**src/rtl/gbc_pkg.sv**
```systemverilog
// Shared types and constants for the gammatone biquad cascade.
package gbc_pkg;

   localparam int WORD_BITS      = 48;
   localparam int STATE_FRAC     = 16;
   localparam int COEF_BITS      = 32;
   localparam int HALF_BITS      = 24;
   localparam int MUL_BITS       = COEF_BITS + HALF_BITS + 1;
   localparam int CROSS_COUNT    = 4;
   localparam int CSR_INDEX_BITS = 3;

   typedef logic signed [WORD_BITS-1:0] word_type;
   typedef logic signed [COEF_BITS-1:0] coef_type;

   // Configuration register indexes.
   typedef enum logic [CSR_INDEX_BITS-1:0] {
      REG_FIRST_FEED  = 3'd0,
      REG_LATER_FEED  = 3'd1,
      REG_STAGE0_CROSS = 3'd2,
      REG_STAGE1_CROSS = 3'd3,
      REG_STAGE2_CROSS = 3'd4,
      REG_STAGE3_CROSS = 3'd5,
      REG_POLE_FIRST  = 3'd6,
      REG_POLE_SECOND = 3'd7
   } csr_reg_type;

   typedef enum logic [1:0] {
      COEF_B0,
      COEF_B1,
      COEF_A1,
      COEF_A2
   } coef_sel_type;

   typedef enum logic [1:0] {
      CS_IDLE,
      CS_RUN,
      CS_FINISH
   } ctrl_state_type;

   // Micro-steps of one biquad stage.
   typedef enum logic [3:0] {
      ST_B0_LO,
      ST_B0_HI,
      ST_B1_LO,
      ST_B1_HI,
      ST_Y_UPD,
      ST_A1_LO,
      ST_A1_HI,
      ST_A2_LO,
      ST_A2_HI,
      ST_D0_UPD,
      ST_A2_RND,
      ST_D1_UPD
   } step_type;

   typedef struct packed {
      coef_sel_type coef_sel;
      logic         use_y;
      logic         hi_half;
      logic         acc_load;
      logic         acc_add;
      logic         rnd_en;
      logic         y_upd;
      logic         part_save;
      logic         d0_upd;
      logic         d1_upd;
      logic         load_in;
      logic         out_load;
   } dp_cmd_type;

endpackage

```
**src/rtl/gammatone_biquad_cascade.sv**
```systemverilog
// Top level of one gammatone channel built from a cascade of biquad stages, four by default.
//
//   Channel   Direction  Handshake                Payload
//   req_      in         req_tvalid / req_tready  tdata: sample_in; tlast: block_end_in
//   rsp_      out        rsp_tvalid / rsp_tready  tdata: sample_out; tlast: block_end_out
//   csr_      in         csr_valid / csr_ready    csr_index, csr_data (one register word)
//
// A new word is accepted only after the previous one has been through every stage.
// All products go through the single shared 32 x 25 multiplier:
// every stage needs four coefficient products of a 48-bit operand, and each product
// takes two passes through the multiplier, one per operand half.
// Reset clears the coefficient registers and all delay words to zero at once.
// A new input word is accepted while the previous result still waits in the output
// register; a finished result only stalls the sequencer if that register is still full.
module gammatone_biquad_cascade #(
   parameter int STAGE_COUNT   = 4,
   parameter int SAMPLE_BITS   = 24,
   parameter int COEF_FRACTION = 30
) (
   input  logic                                clock,
   input  logic                                reset,
   input  logic                                req_tvalid,
   output logic                                req_tready,
   // [SAMPLE_BITS-1:0] sample_in, zero padded to whole bytes
   input  logic [((SAMPLE_BITS + 7) / 8) * 8 - 1:0] req_tdata,
   input  logic                                req_tlast,
   output logic                                rsp_tvalid,
   input  logic                                rsp_tready,
   // [SAMPLE_BITS-1:0] sample_out, zero padded to whole bytes
   output logic [((SAMPLE_BITS + 7) / 8) * 8 - 1:0] rsp_tdata,
   output logic                                rsp_tlast,
   input  logic                                csr_valid,
   output logic                                csr_ready,
   input  logic [gbc_pkg::CSR_INDEX_BITS-1:0]  csr_index,
   input  logic [gbc_pkg::COEF_BITS-1:0]       csr_data
);
   import gbc_pkg::*;

   localparam int DATA_W = ((SAMPLE_BITS + 7) / 8) * 8;
   localparam int STG_W  = (STAGE_COUNT > 1) ? $clog2(STAGE_COUNT) : 1;

   dp_cmd_type                    cmd;
   logic [STG_W-1:0]              stage;
   logic signed [SAMPLE_BITS-1:0] sample_out;
   logic                          csr_write;

   // Configuration always ready; software must write only while channel is idle, unchecked.
   assign csr_ready = 1'b1;
   assign csr_write = csr_valid && csr_ready;

   gbc_ctrl #(
      .STAGE_COUNT (STAGE_COUNT),
      .STG_W       (STG_W)
   ) u_ctrl (
      .clock      (clock),
      .reset      (reset),
      .req_tvalid (req_tvalid),
      .req_tready (req_tready),
      .rsp_tvalid (rsp_tvalid),
      .rsp_tready (rsp_tready),
      .cmd        (cmd),
      .stage      (stage)
   );

   gbc_datapath #(
      .STAGE_COUNT   (STAGE_COUNT),
      .SAMPLE_BITS   (SAMPLE_BITS),
      .COEF_FRACTION (COEF_FRACTION),
      .STG_W         (STG_W)
   ) u_datapath (
      .clock         (clock),
      .reset         (reset),
      .cmd           (cmd),
      .stage         (stage),
      .csr_write     (csr_write),
      .csr_index     (csr_index),
      .csr_data      (csr_data),
      .sample_in     ($signed(req_tdata[SAMPLE_BITS-1:0])),
      .block_end_in  (req_tlast),
      .sample_out    (sample_out),
      .block_end_out (rsp_tlast)
   );

   // The sample sits in the low bits; the pad bits above it are zero.
   assign rsp_tdata = DATA_W'($unsigned(sample_out));

endmodule

```
**src/rtl/gbc_ctrl.sv**
```systemverilog
// Sequencer that walks every sample through the stages of the cascade.
module gbc_ctrl #(
   parameter int STAGE_COUNT = 4,
   parameter int STG_W       = 2
) (
   input  logic                clock,
   input  logic                reset,
   input  logic                req_tvalid,
   output logic                req_tready,
   output logic                rsp_tvalid,
   input  logic                rsp_tready,
   output gbc_pkg::dp_cmd_type cmd,
   output logic [STG_W-1:0]    stage
);
   import gbc_pkg::*;

   localparam logic [STG_W-1:0] LAST_STAGE = STG_W'(STAGE_COUNT - 1);

   ctrl_state_type   state_ff, state_in;
   step_type         step_ff, step_in;
   logic [STG_W-1:0] stage_ff, stage_in;
   logic             rsp_valid_ff, rsp_valid_in;
   logic             out_free;

   assign out_free = !rsp_valid_ff || rsp_tready;

   // Next state and counters.
   always_comb begin
      state_in = state_ff;
      step_in  = step_ff;
      stage_in = stage_ff;
      case (state_ff)
         CS_IDLE: begin
            step_in  = ST_B0_LO;
            stage_in = '0;
            if (req_tvalid) begin
               state_in = CS_RUN;
            end
         end
         CS_RUN: begin
            if (step_ff == ST_D1_UPD) begin
               step_in  = ST_B0_LO;
               stage_in = STG_W'(stage_ff + 1'b1);
               if (stage_ff == LAST_STAGE) begin
                  state_in = CS_FINISH;
               end
            end else begin
               step_in = step_type'(step_ff + 4'd1);
            end
         end
         CS_FINISH: begin
            if (out_free) begin
               state_in = CS_IDLE;
            end
         end
         default: begin
            state_in = CS_IDLE;
         end
      endcase
   end

   // Outputs and datapath commands.
   always_comb begin
      cmd          = '0;
      req_tready   = 1'b0;
      rsp_valid_in = rsp_valid_ff && !rsp_tready;
      case (state_ff)
         CS_IDLE: begin
            req_tready  = 1'b1;
            cmd.load_in = req_tvalid;
         end
         CS_RUN: begin
            case (step_ff)
               ST_B0_LO: begin
                  cmd.coef_sel = COEF_B0;
               end
               ST_B0_HI: begin
                  cmd.coef_sel = COEF_B0;
                  cmd.hi_half  = 1'b1;
                  cmd.acc_load = 1'b1;
               end
               ST_B1_LO: begin
                  cmd.coef_sel = COEF_B1;
                  cmd.acc_add  = 1'b1;
               end
               ST_B1_HI: begin
                  cmd.coef_sel = COEF_B1;
                  cmd.hi_half  = 1'b1;
                  cmd.acc_load = 1'b1;
                  cmd.rnd_en   = 1'b1;
               end
               ST_Y_UPD: begin
                  cmd.acc_add = 1'b1;
                  cmd.y_upd   = 1'b1;
               end
               ST_A1_LO: begin
                  cmd.coef_sel = COEF_A1;
                  cmd.use_y    = 1'b1;
                  cmd.rnd_en   = 1'b1;
               end
               ST_A1_HI: begin
                  cmd.coef_sel  = COEF_A1;
                  cmd.use_y     = 1'b1;
                  cmd.hi_half   = 1'b1;
                  cmd.acc_load  = 1'b1;
                  cmd.part_save = 1'b1;
               end
               ST_A2_LO: begin
                  cmd.coef_sel = COEF_A2;
                  cmd.use_y    = 1'b1;
                  cmd.acc_add  = 1'b1;
               end
               ST_A2_HI: begin
                  cmd.coef_sel = COEF_A2;
                  cmd.use_y    = 1'b1;
                  cmd.hi_half  = 1'b1;
                  cmd.acc_load = 1'b1;
                  cmd.rnd_en   = 1'b1;
               end
               ST_D0_UPD: begin
                  cmd.acc_add = 1'b1;
                  cmd.d0_upd  = 1'b1;
               end
               ST_A2_RND: begin
                  cmd.rnd_en = 1'b1;
               end
               ST_D1_UPD: begin
                  cmd.d1_upd = 1'b1;
               end
               default: begin
                  cmd = '0;
               end
            endcase
         end
         CS_FINISH: begin
            cmd.out_load = out_free;
            if (out_free) begin
               rsp_valid_in = 1'b1;
            end
         end
         default: begin
            cmd = '0;
         end
      endcase
   end

   always_ff @(posedge clock) begin
      if (reset) begin
         state_ff     <= CS_IDLE;
         step_ff      <= ST_B0_LO;
         stage_ff     <= '0;
         rsp_valid_ff <= 1'b0;
      end else begin
         state_ff     <= state_in;
         step_ff      <= step_in;
         stage_ff     <= stage_in;
         rsp_valid_ff <= rsp_valid_in;
      end
   end

   assign rsp_tvalid = rsp_valid_ff;
   assign stage      = stage_ff;

endmodule

```
**src/rtl/gbc_datapath.sv**
```systemverilog
// Coefficient registers, shared multiplier, accumulator and delay words of the cascade.
module gbc_datapath #(
   parameter int STAGE_COUNT   = 4,
   parameter int SAMPLE_BITS   = 24,
   parameter int COEF_FRACTION = 30,
   parameter int STG_W         = 2
) (
   input  logic                                  clock,
   input  logic                                  reset,
   input  gbc_pkg::dp_cmd_type                   cmd,
   input  logic [STG_W-1:0]                      stage,
   input  logic                                  csr_write,
   input  logic [gbc_pkg::CSR_INDEX_BITS-1:0]    csr_index,
   input  logic [gbc_pkg::COEF_BITS-1:0]         csr_data,
   input  logic signed [SAMPLE_BITS-1:0]         sample_in,
   input  logic                                  block_end_in,
   output logic signed [SAMPLE_BITS-1:0]         sample_out,
   output logic                                  block_end_out
);
   import gbc_pkg::*;

   localparam int ACC_W = COEF_BITS + WORD_BITS + 1;
   localparam int SUM_W = WORD_BITS + 2;
   localparam int OUT_W = WORD_BITS + 1 - STATE_FRAC;
   localparam logic signed [ACC_W-1:0] RND_HALF = ACC_W'(1) << (COEF_FRACTION - 1);
   localparam logic signed [WORD_BITS:0] OUT_HALF = (WORD_BITS + 1)'(1) << (STATE_FRAC - 1);
   localparam word_type WORD_MAX = {1'b0, {(WORD_BITS - 1){1'b1}}};
   localparam word_type WORD_MIN = {1'b1, {(WORD_BITS - 1){1'b0}}};
   localparam logic signed [SAMPLE_BITS-1:0] SMP_MAX = {1'b0, {(SAMPLE_BITS - 1){1'b1}}};
   localparam logic signed [SAMPLE_BITS-1:0] SMP_MIN = {1'b1, {(SAMPLE_BITS - 1){1'b0}}};

   // Saturate a sum of up to three words back to the word range.
   function automatic word_type sat_sum(input logic signed [SUM_W-1:0] v);
      logic [SUM_W-WORD_BITS:0] top;
      top = v[SUM_W-1:WORD_BITS-1];
      if (top == '0 || top == '1) begin
         return v[WORD_BITS-1:0];
      end else if (v[SUM_W-1]) begin
         return WORD_MIN;
      end else begin
         return WORD_MAX;
      end
   endfunction

   // Configuration registers.
   coef_type first_feed_ff, later_feed_ff, pole1_ff, pole2_ff;
   coef_type cross_ff [CROSS_COUNT];

   // Working registers.
   word_type                    x_ff, y_ff, term_ff, part_ff;
   word_type                    d0_ff [STAGE_COUNT];
   word_type                    d1_ff [STAGE_COUNT];
   logic signed [MUL_BITS-1:0]  mul_ff;
   logic signed [ACC_W-1:0]     acc_ff;
   logic signed [SAMPLE_BITS-1:0] out_ff;
   logic                        last_ff, out_last_ff;

   logic [STG_W+1:0]            stage_wide;
   logic [1:0]                  cross_idx;
   coef_type                    coef;
   word_type                    operand;
   logic signed [HALF_BITS:0]   half;
   logic signed [MUL_BITS-1:0]  mul_in;
   logic signed [ACC_W-1:0]     rnd_sum, rnd_shift;
   logic [ACC_W-WORD_BITS:0]    rnd_top;
   word_type                    term_in;
   logic signed [WORD_BITS:0]   out_sum;
   logic signed [OUT_W-1:0]     out_shift;
   logic [OUT_W-SAMPLE_BITS:0]  out_top;
   logic signed [SAMPLE_BITS-1:0] out_in;
   word_type                    y_in, d0_in, d1_in;

   always_ff @(posedge clock) begin
      if (reset) begin
         first_feed_ff <= '0;
         later_feed_ff <= '0;
         pole1_ff      <= '0;
         pole2_ff      <= '0;
         for (int i = 0; i < CROSS_COUNT; i++) begin
            cross_ff[i] <= '0;
         end
      end else if (csr_write) begin
         case (csr_index)
            REG_FIRST_FEED:   first_feed_ff <= csr_data;
            REG_LATER_FEED:   later_feed_ff <= csr_data;
            REG_STAGE0_CROSS: cross_ff[0]   <= csr_data;
            REG_STAGE1_CROSS: cross_ff[1]   <= csr_data;
            REG_STAGE2_CROSS: cross_ff[2]   <= csr_data;
            REG_STAGE3_CROSS: cross_ff[3]   <= csr_data;
            REG_POLE_FIRST:   pole1_ff      <= csr_data;
            REG_POLE_SECOND:  pole2_ff      <= csr_data;
            default:          pole2_ff      <= pole2_ff;
         endcase
      end
   end

   // Stages past the fourth reuse the four cross-term registers in rotation.
   assign stage_wide = {2'b00, stage};
   assign cross_idx  = stage_wide[1:0];

   always_comb begin
      case (cmd.coef_sel)
         COEF_B0: coef = (stage == '0) ? first_feed_ff : later_feed_ff;
         COEF_B1: coef = cross_ff[cross_idx];
         COEF_A1: coef = pole1_ff;
         COEF_A2: coef = pole2_ff;
         default: coef = '0;
      endcase
   end

   // A 48-bit operand is split into a signed upper half and an unsigned lower half.
   assign operand = cmd.use_y ? y_ff : x_ff;
   assign half    = cmd.hi_half ? $signed({operand[WORD_BITS-1], operand[WORD_BITS-1:HALF_BITS]})
                                : $signed({1'b0, operand[HALF_BITS-1:0]});
   assign mul_in  = MUL_BITS'(coef) * MUL_BITS'(half);

   // Round half up at the coefficient point, then saturate.
   assign rnd_sum   = acc_ff + RND_HALF;
   assign rnd_shift = rnd_sum >>> COEF_FRACTION;
   assign rnd_top   = rnd_shift[ACC_W-1:WORD_BITS-1];
   always_comb begin
      if (rnd_top == '0 || rnd_top == '1) begin
         term_in = rnd_shift[WORD_BITS-1:0];
      end else if (rnd_shift[ACC_W-1]) begin
         term_in = WORD_MIN;
      end else begin
         term_in = WORD_MAX;
      end
   end

   assign y_in  = sat_sum(SUM_W'(term_ff) + SUM_W'(d0_ff[stage]));
   assign d0_in = sat_sum(SUM_W'(part_ff) - SUM_W'(term_ff) + SUM_W'(d1_ff[stage]));
   assign d1_in = sat_sum(-SUM_W'(term_ff));

   // Final rounding from the state scale to the sample scale.
   assign out_sum   = (WORD_BITS + 1)'(x_ff) + OUT_HALF;
   assign out_shift = OUT_W'(out_sum >>> STATE_FRAC);
   assign out_top   = out_shift[OUT_W-1:SAMPLE_BITS-1];
   always_comb begin
      if (out_top == '0 || out_top == '1) begin
         out_in = out_shift[SAMPLE_BITS-1:0];
      end else if (out_shift[OUT_W-1]) begin
         out_in = SMP_MIN;
      end else begin
         out_in = SMP_MAX;
      end
   end

   always_ff @(posedge clock) begin
      mul_ff <= mul_in;
      if (cmd.acc_load) begin
         acc_ff <= ACC_W'(mul_ff);
      end else if (cmd.acc_add) begin
         acc_ff <= acc_ff + (ACC_W'(mul_ff) <<< HALF_BITS);
      end
      if (cmd.rnd_en) begin
         term_ff <= term_in;
      end
      if (cmd.part_save) begin
         part_ff <= term_ff;
      end
      if (cmd.y_upd) begin
         y_ff <= y_in;
      end
      if (cmd.load_in) begin
         x_ff    <= WORD_BITS'(sample_in) <<< STATE_FRAC;
         last_ff <= block_end_in;
      end else if (cmd.d1_upd) begin
         x_ff <= y_ff;
      end
      if (cmd.out_load) begin
         out_ff      <= out_in;
         out_last_ff <= last_ff;
      end
   end

   always_ff @(posedge clock) begin
      if (reset) begin
         for (int i = 0; i < STAGE_COUNT; i++) begin
            d0_ff[i] <= '0;
            d1_ff[i] <= '0;
         end
      end else begin
         if (cmd.d0_upd) begin
            d0_ff[stage] <= d0_in;
         end
         if (cmd.d1_upd) begin
            d1_ff[stage] <= d1_in;
         end
      end
   end

   assign sample_out    = out_ff;
   assign block_end_out = out_last_ff;

endmodule
```
**config.mk**
```make
export PLATFORM = sky130hd
export DESIGN_NAME = gammatone_biquad_cascade
export DESIGN_NICKNAME = d
export VERILOG_FILES = /design/src/rtl/gbc_pkg.sv /design/src/rtl/gammatone_biquad_cascade.sv /design/src/rtl/gbc_ctrl.sv /design/src/rtl/gbc_datapath.sv
export SDC_FILE = /design/constraint.sdc
export NUM_CORES = 2
export LEC_CHECK = 0
export ABC_AREA = 1
export CORE_ASPECT_RATIO = 2
export CORE_MARGIN = 2
export CORE_UTILIZATION = 40
export DETAILED_ROUTE_END_ITERATION = 7
export DONT_BUFFER_PORTS = 1
export GPL_TIMING_DRIVEN = 1
export HOLD_SLACK_MARGIN = 0.05
export PLACE_DENSITY = 0.57
export SLEW_MARGIN = 40
export SYNTH_ARGS = -nofsm -noshare
export SYNTH_HDL_FRONTEND = slang
export SYNTH_HIERARCHICAL = 1
export SYNTH_SLANG_ARGS = --single-unit
```
**constraint.sdc**
```tcl
create_clock -name clock -period 10.23 [get_ports clock]
set_input_delay 2.046 -clock clock [delete_from_list [all_inputs] [get_ports clock]]
set_output_delay 2.046 -clock clock [all_outputs]
set_load 0.01 [all_outputs]
```
# After elaboration in Yosys (flattened, before gate mapping)
# Memory sizes are Yosys's and may differ from the RTL's. A register that Yosys moved wholly into a read port is not among the register bits.
# Index checks and enable logic that the tools add are counted.
[word_totals]
out_inout_bits = 28
n_memories = 3
mem_bits_ro = 0
regBits = 493
ram_bits = 512
latch_bits = 0
[mem_list]
columns = ["name", "words", "width", "read_ports", "rd_ports_with_merged_regs", "write_ports", "line_no", "rtl"]
rows = [
  ["u_datapath.d0_ff", 4, 48, 1, 1, 4, "gbc_datapath.sv:51", "word_type d0_ff [STAGE_COUNT];"],
  ["u_datapath.d1_ff", 4, 48, 1, 1, 4, "gbc_datapath.sv:52", "word_type d1_ff [STAGE_COUNT];"],
  ["u_datapath.cross_ff", 4, 32, 1, 1, 4, "gbc_datapath.sv:47", "coef_type cross_ff [CROSS_COUNT];"],
]
[op_classes]
n_mux = 82
eq_ne = 33
n_shift = 0
order_cmp = 0
multipliers = 1
n_reduce_logical = 36
div_mod_pow = 0
bitwise_logic = 4
n_addsub = 9
[op_table]
columns = ["cell", "count"]
rows = [
  ["48-bit 2-to-1 mux", 13],
  ["81-bit 2-to-1 mux", 2],
  ["32-bit 2-to-1 mux", 5],
  ["32-bit one-hot mux with 4 select lines", 1],
  ["48-bit OR reduction", 2],
  ["81-bit by 31-bit adder with 81-bit output, second input constant", 1],
  ["81-bit adder", 1],
  ["32-bit by 25-bit multiplier with 57-bit output", 1],
  ["49-bit by 48-bit adder with 50-bit output", 1],
  ["48-bit negation with 50-bit output", 1],
  ["48-bit by 17-bit adder with 49-bit output, second input constant", 1],
  ["48-bit by 48-bit adder with 49-bit output", 1],
  ["48-bit by 48-bit subtractor with 49-bit output", 1],
  ["24-bit 2-to-1 mux", 2],
  ["1-bit 2-to-1 mux", 38],
  ["34-bit equality test, second input constant", 1],
  ["34-bit logical NOT", 1],
  ["2-bit 2-to-1 mux", 14],
  ["25-bit 2-to-1 mux", 1],
  ["3-bit equality test, second input constant", 7],
  ["4-bit by 3-bit equality test with 1-bit output, second input constant", 4],
  ["4-bit equality test, second input constant", 4],
  ["4-bit OR reduction", 4],
  ["3-bit logical NOT", 4],
  ["26 further kinds", 54],
]

# Logic depth before layout (Yosys ltp)
[depth]
ltp_word = 9
ltp_mapped = 42

# Cells and area by module
# Netlist, hierarchy kept.
[by_module_without_submodules]
columns = ["module", "cells_each", "area_per_inst_um2", "instances"]
rows = [
  ["gbc_datapath", 10088, 83727.8, 1],
  ["gbc_ctrl", 101, 674.4, 1],
  ["gammatone_biquad_cascade", 2, 11.3, 1],
]

# Worst setup path after synthesis
# OpenSTA, ideal clock, no wires.
[synth_path]
path_type = "flip-flop to flip-flop"
startpoint = "register u_ctrl.step_ff[0]"
endpoint = "register u_datapath.mul_ff[55]"
period_less_slack_ns = 8.078
required_time_ns = 10.158
path_stages_with_launch = 37
t_arrival_ns = 8.007
setup_slack_ns = 2.152
setup_time_ns = 0.072
n_path_buf = 5
cell_sequence = "dfxtp_1 -> inv_1 -> ha_1 -> nand3_1 -> nand2_1 -> inv_1 -> a21oi_1 -> buf_4 -> inv_1 -> clkbuf_1 -> clkbuf_1 -> nor2_1 -> a32oi_1 -> clkbuf_1 -> nor2_1 -> fa_1 -> fa_1 -> inv_1 -> fa_1 -> inv_1 -> fa_1 -> fa_1 -> fa_1 -> inv_1 -> fa_1 -> inv_1 -> ha_1 -> clkbuf_1 -> nand2_1 -> nor2_1 -> inv_1 -> nor4_1 -> nand3_1 -> nand3_1 -> nand4_1 -> nand2_1 -> xor2_1"
[synth_rtl]
columns = ["element", "line_no", "rtl"]
rows = [
  ["from (decl)", "gbc_ctrl.sv:20", "step_type step_ff, step_in;"],
  ["from (signal assigned)", "gbc_ctrl.sv:155", "step_ff <= step_in;"],
  ["to (signal assigned)", "gbc_datapath.sv:150", "mul_ff <= mul_in;"],
  ["to (decl)", "gbc_datapath.sv:53", "logic signed [MUL_BITS-1:0] mul_ff;"],
]

# Worst setup path in the final report
[layout_path]
startpoint = "register u_ctrl.step_ff[0]"
endpoint = "register u_datapath.mul_ff[40]"
[layout_via]
elab_chain_cells = 7
elab_cells_between_ends = 24
[layout_rtl]
columns = ["element", "line_no", "rtl"]
rows = [
  ["4-bit by 3-bit equality test with 1-bit output, or another cell as far along", "gbc_ctrl.sv:73", "case (step_ff)"],
  ["2-bit OR reduction (no source line) / 4-bit OR reduction (equally long branches)", "--", ""],
  ["2-bit one-hot mux with 3 select lines / 1-bit 2-to-1 mux (equally long branches)", "gbc_ctrl.sv:73", ""],
  ["11-bit 2-to-1 mux *", "gbc_ctrl.sv:67", "case (state_ff)"],
  ["2-bit equality test, or another cell as far along", "gbc_datapath.sv:102", "case (cmd.coef_sel)"],
  ["32-bit one-hot mux with 4 select lines / 25-bit 2-to-1 mux (equally long branches)", "gbc_datapath.sv:102, gbc_datapath.sv:113", ""],
  ["32-bit by 25-bit multiplier with 57-bit output *", "gbc_datapath.sv:115", "assign mul_in = MUL_BITS'(coef) * MUL_BITS'(half);"],
  ["net u_datapath.mul_in[40]", "gbc_datapath.sv:63", "logic signed [MUL_BITS-1:0] mul_in;"],
]
# Mark *: on every way through the listed nets, which the timed path passes. The rest lies on a longest branch.
# A chain may end at the register's enable or synchronous reset.

==> run_results.csv <==
group,metric,value,unit
timing,timing_max_transition_violations_final,0,
worst_setup_path,critical_path.max_stage_delay,0.67,ns
final_layout,area_taken_by_multi_input_logic_gates,49400,µm²
detailed_routing,num_vias,71500,
timing,worstMarginPinSlew,0.966,ns
logic_synthesis,ys_seq_elements,981,
final_layout,final.fill_count,21100,
power,total_power,0.0124,W
floorplanning,top_level_ports,93,
logic_synthesis,avgSynthCellArea,8.28,µm²
final_layout,finish.net_count,11400,
logic_synthesis,synth-seq-area-share,32.4,%
placed_design,detailed_place_hpwl,297,mm
final_layout,final_layout_size_suffix_gt1_share,6.54,%
placed_design,place_congestion,1.02,
floorplanning,initial_utilization,40.2,%
final_layout,seqCellArea,27400,µm²
worst_setup_path,maximum_fanout_count_along_the_critical_path,34,
clocking,cts_buffer_depth,3,
detailed_routing,detail_route.wirelength,370,mm
logic_synthesis,yosys_warnings,6,
detailed_routing,antenna_violating_nets_post_route,0,
clocking,clkSlewWorstSetupHoldPaths,0.07,ns
logic_synthesis,netlist.top_cell.by_area,"edfxtp_1",
run_status,outcome,"finished, final reports clean",
final_layout,area_growth_syn_to_layout,9.43,%
floorplanning,fp.dieH,654,µm
worst_hold_path,holdCritPathClass,"flip-flop to flip-flop",
worst_setup_path,worst_endpoint_required_time,10.82,ns
logic_synthesis,synthesis.nets,11400,
detailed_routing,drt-vias-per-instance,5.48,
placed_design,place.port_buffers,0,
power,power.static_leakage,42.3,nW
timing,hold_violations,0,
power,power.ir.vdd_worst,0.000167,V
clocking,holdBufCountCts,0,
detailed_routing,drt_iter0_drc,4881,
clocking,cts_tree,"built",
detailed_routing,drt_pre_antenna_iters,6,
clocking,clk_root_buffer_cell,"clkbuf_16",
timing,max_slew_margin,34.9,%
power,power_density,134,nW/µm²
floorplanning,chipWidth,329,µm
logic_synthesis,dominantRegCellSynth,"edfxtp_1",
clocking,postCtsSetupRepairBufs,0,
detailed_routing,route.detailed.wl_per_inst,28.4,µm
global_routing,global_route.usage.total,34.6,%
logic_synthesis,postSynthCellCount,10200,
worst_setup_path,crit_path_top_delay_cell,"a32oi_1",
timing,setup_repair_after_global_routing_missed_its_margin,"false",
floorplanning,core_area,210000,µm²
floorplanning,dieArea,215000,µm²
timing,final-setup-viol-count,0,
logic_synthesis,proportion_of_netlist_area_held_by_the_largest_area_contributor,27.4,%
worst_setup_path,critical_path_sink_type,"flip-flop",
logic_synthesis,synth.lib_cells_used.distinct,63,
floorplanning,floorplan.rows,238,
detailed_routing,remaining_drc_errors,0,
global_routing,antenna_violations_before_repair,34,
worst_setup_path,worstSetupPathType,"flip-flop to flip-flop",
logic_synthesis,yosys-top-cells-area,"edfxtp_1, fa_1, nand2_1, inv_1, nor2_1",
clocking,cts_inserted_buffers,96,
worst_setup_path,worst_setup_path_start_kind,"flip-flop",
timing,final.min_clock_period,9.87,ns
global_routing,grt_overflow,0,
global_routing,vias_in_the_first_global_route,75900,
clocking,clk_latency_worst_skew_pair,0.78,ns
logic_synthesis,syn_area,84400,µm²
global_routing,global_route_wire_length_before_repair,527,mm
worst_setup_path,worst_ep_arrival_time,10.46,ns
global_routing,largest_net_degree_at_the_start_of_global_routing,81,
timing,fin_skew,0.0443,ns
logic_synthesis,synth_enable_flop_cells,771,
flow_run,timing.max_cap.violations,0,
logic_synthesis,ys_async_sr_fraction,0,%
timing,max_freq,101,MHz
clocking,numClockSinks,981,
clocking,post_cts.resized_instances,0,
timing,final.period_utilization,96.5,%
clocking,h-tree-depth,3,
timing,totalNegativeSetupSlack,0,ns
area by class of cell:
cell class,count,share of cell area (%)
flip-flops and latches,981,29.6
diodes,19,0.0515
repair buffers,267,2.25
clock buffers,122,2.91
inverters,1760,7.17
clock inverters,59,0.842
well taps,2760,3.74
multi-input cells,7077,53.4
logic make-up after synthesis:
logic type / count (synthesis) / share of synthesized area [%]
DFF: 981 / 32.4
adders and majority gates: 1186 / 25.3
other: 1 / 0.00444
xor gates and xnor gates: 241 / 2.50
AOI/OAI and AO/OA: 1138 / 7.98
buffers and inverters: 2133 / 9.69
and+or+nand+nor: 4511 / 22.1
worst max-delay path, delay by kind of cell, from the launching register on:
kind | cells | cell delay (ns)
fa+ha+maj | 9 | 4.06
buf+inv | 12 | 2.15
simple gates | 8 | 1.61
compound gates | 3 | 0.84
xor+xnor | 1 | 0.53
flops | 1 | 0.41
registers in the layout, summed over array words and instances (netlist names), 24 cells and up:
name / count
u_datapath/term_ff: 48
u_datapath/sample_out: 24
u_datapath/mul_ff: 57
u_datapath/x_ff: 48
u_datapath/first_feed_ff: 32
u_datapath/pole2_ff: 32
u_datapath/later_feed_ff: 32
u_datapath/cross_ff: 128
u_datapath/d1_ff: 192
u_datapath/y_ff: 48
u_datapath/acc_ff: 57
u_datapath/pole1_ff: 32
u_datapath/d0_ff: 192
u_datapath/part_ff: 48
power by group:
group	leakage, nW	switching (W)	internal (W)	total [W]
sequential	9.27	0.000353	0.00460	0.00495
combinational	31.3	0.00243	0.00100	0.00344
clock	1.68	0.00179	0.00218	0.00397
metal layers:
layer / GRT usage, % / vias to the layer above / wire (µm)
li1: - / 32100 / -
met1: 29.9 / 35300 / 108000
met2: 62.5 / 2822 / 191000
met3: 6.36 / 1320 / 19800
met4: 38.8 / 22 / 51500
met5: 0 / - / 153
placed cells by master, fill, tap and decap left out, drive strengths merged, types with 64 or more instances in the layout:
cell,netlist,layout
a21oi,420,420
a22oi,64,64
buf,93,266
clkbuf,280,123
dfxtp,210,210
edfxtp,771,771
fa,869,869
ha,317,317
inv,1751,1759
nand2,2232,2232
nand3,386,386
nand4,152,152
nor2,1511,1511
nor3,88,88
o21ai,369,369
or2,83,83
xnor2,79,79
xor2,162,162
per-stage QoR:
stage / setup WS, ns / util (%) / instances / hold WS [ns] / instance area (µm²)
floorplan: 2.15 / - / 10200 / 0.400 / 84400
global placement: 0.297 / 42.2 / 12800 / 0.410 / 88700
detailed placement: 0.288 / 42.3 / 12800 / 0.407 / 88800
CTS: 0.257 / 44.0 / 13000 / 0.424 / 92300
global route: 0.105 / 44.0 / 13000 / 0.440 / 92300
finish: 0.357 / 44.0 / 13000 / 0.424 / 92400
synthesized netlist by cell type (7+ instances only):
library cell	number
o21bai_1	44
o21ai_0	366
a22oi_1	64
ha_1	317
clkinv_1	9
xor2_1	162
buf_2	49
nor2_1	1493
or2_2	82
nor3_1	81
a21boi_0	12
nand2_4	22
dfxtp_1	210
o31ai_1	9
nand2_2	11
and3_1	9
nand4_1	152
nand2_1	2199
inv_1	1735
buf_1	28
buf_6	8
a32oi_1	17
fa_1	869
a21o_1	27
nor4_1	20
nand3_2	9
nor3_2	7
a221oi_1	51
a21oi_1	418
xnor2_1	79
inv_2	16
nor2_2	15
a31oi_1	45
edfxtp_1	771
clkbuf_1	280
nand3b_1	19
a22o_1	49
nand3_1	375
path summary, 6_finish.rpt:
| path | slack (ns) | to | depth (start not counted) | from |
|---|---|---|---|---|
| worst max-delay path | 0.36 | u_datapath/mul_ff[40] | 33 | u_ctrl/step_ff[0] |
| worst min-delay path | 0.42 | u_datapath/block_end_out | 0 | u_datapath/last_ff |
| worst max register to register | 0.36 | u_datapath/mul_ff[40] | 33 | u_ctrl/step_ff[0] |
| worst min register to register | 0.42 | u_datapath/block_end_out | 0 | u_datapath/last_ff |
(Power assumes the default switching activity.)
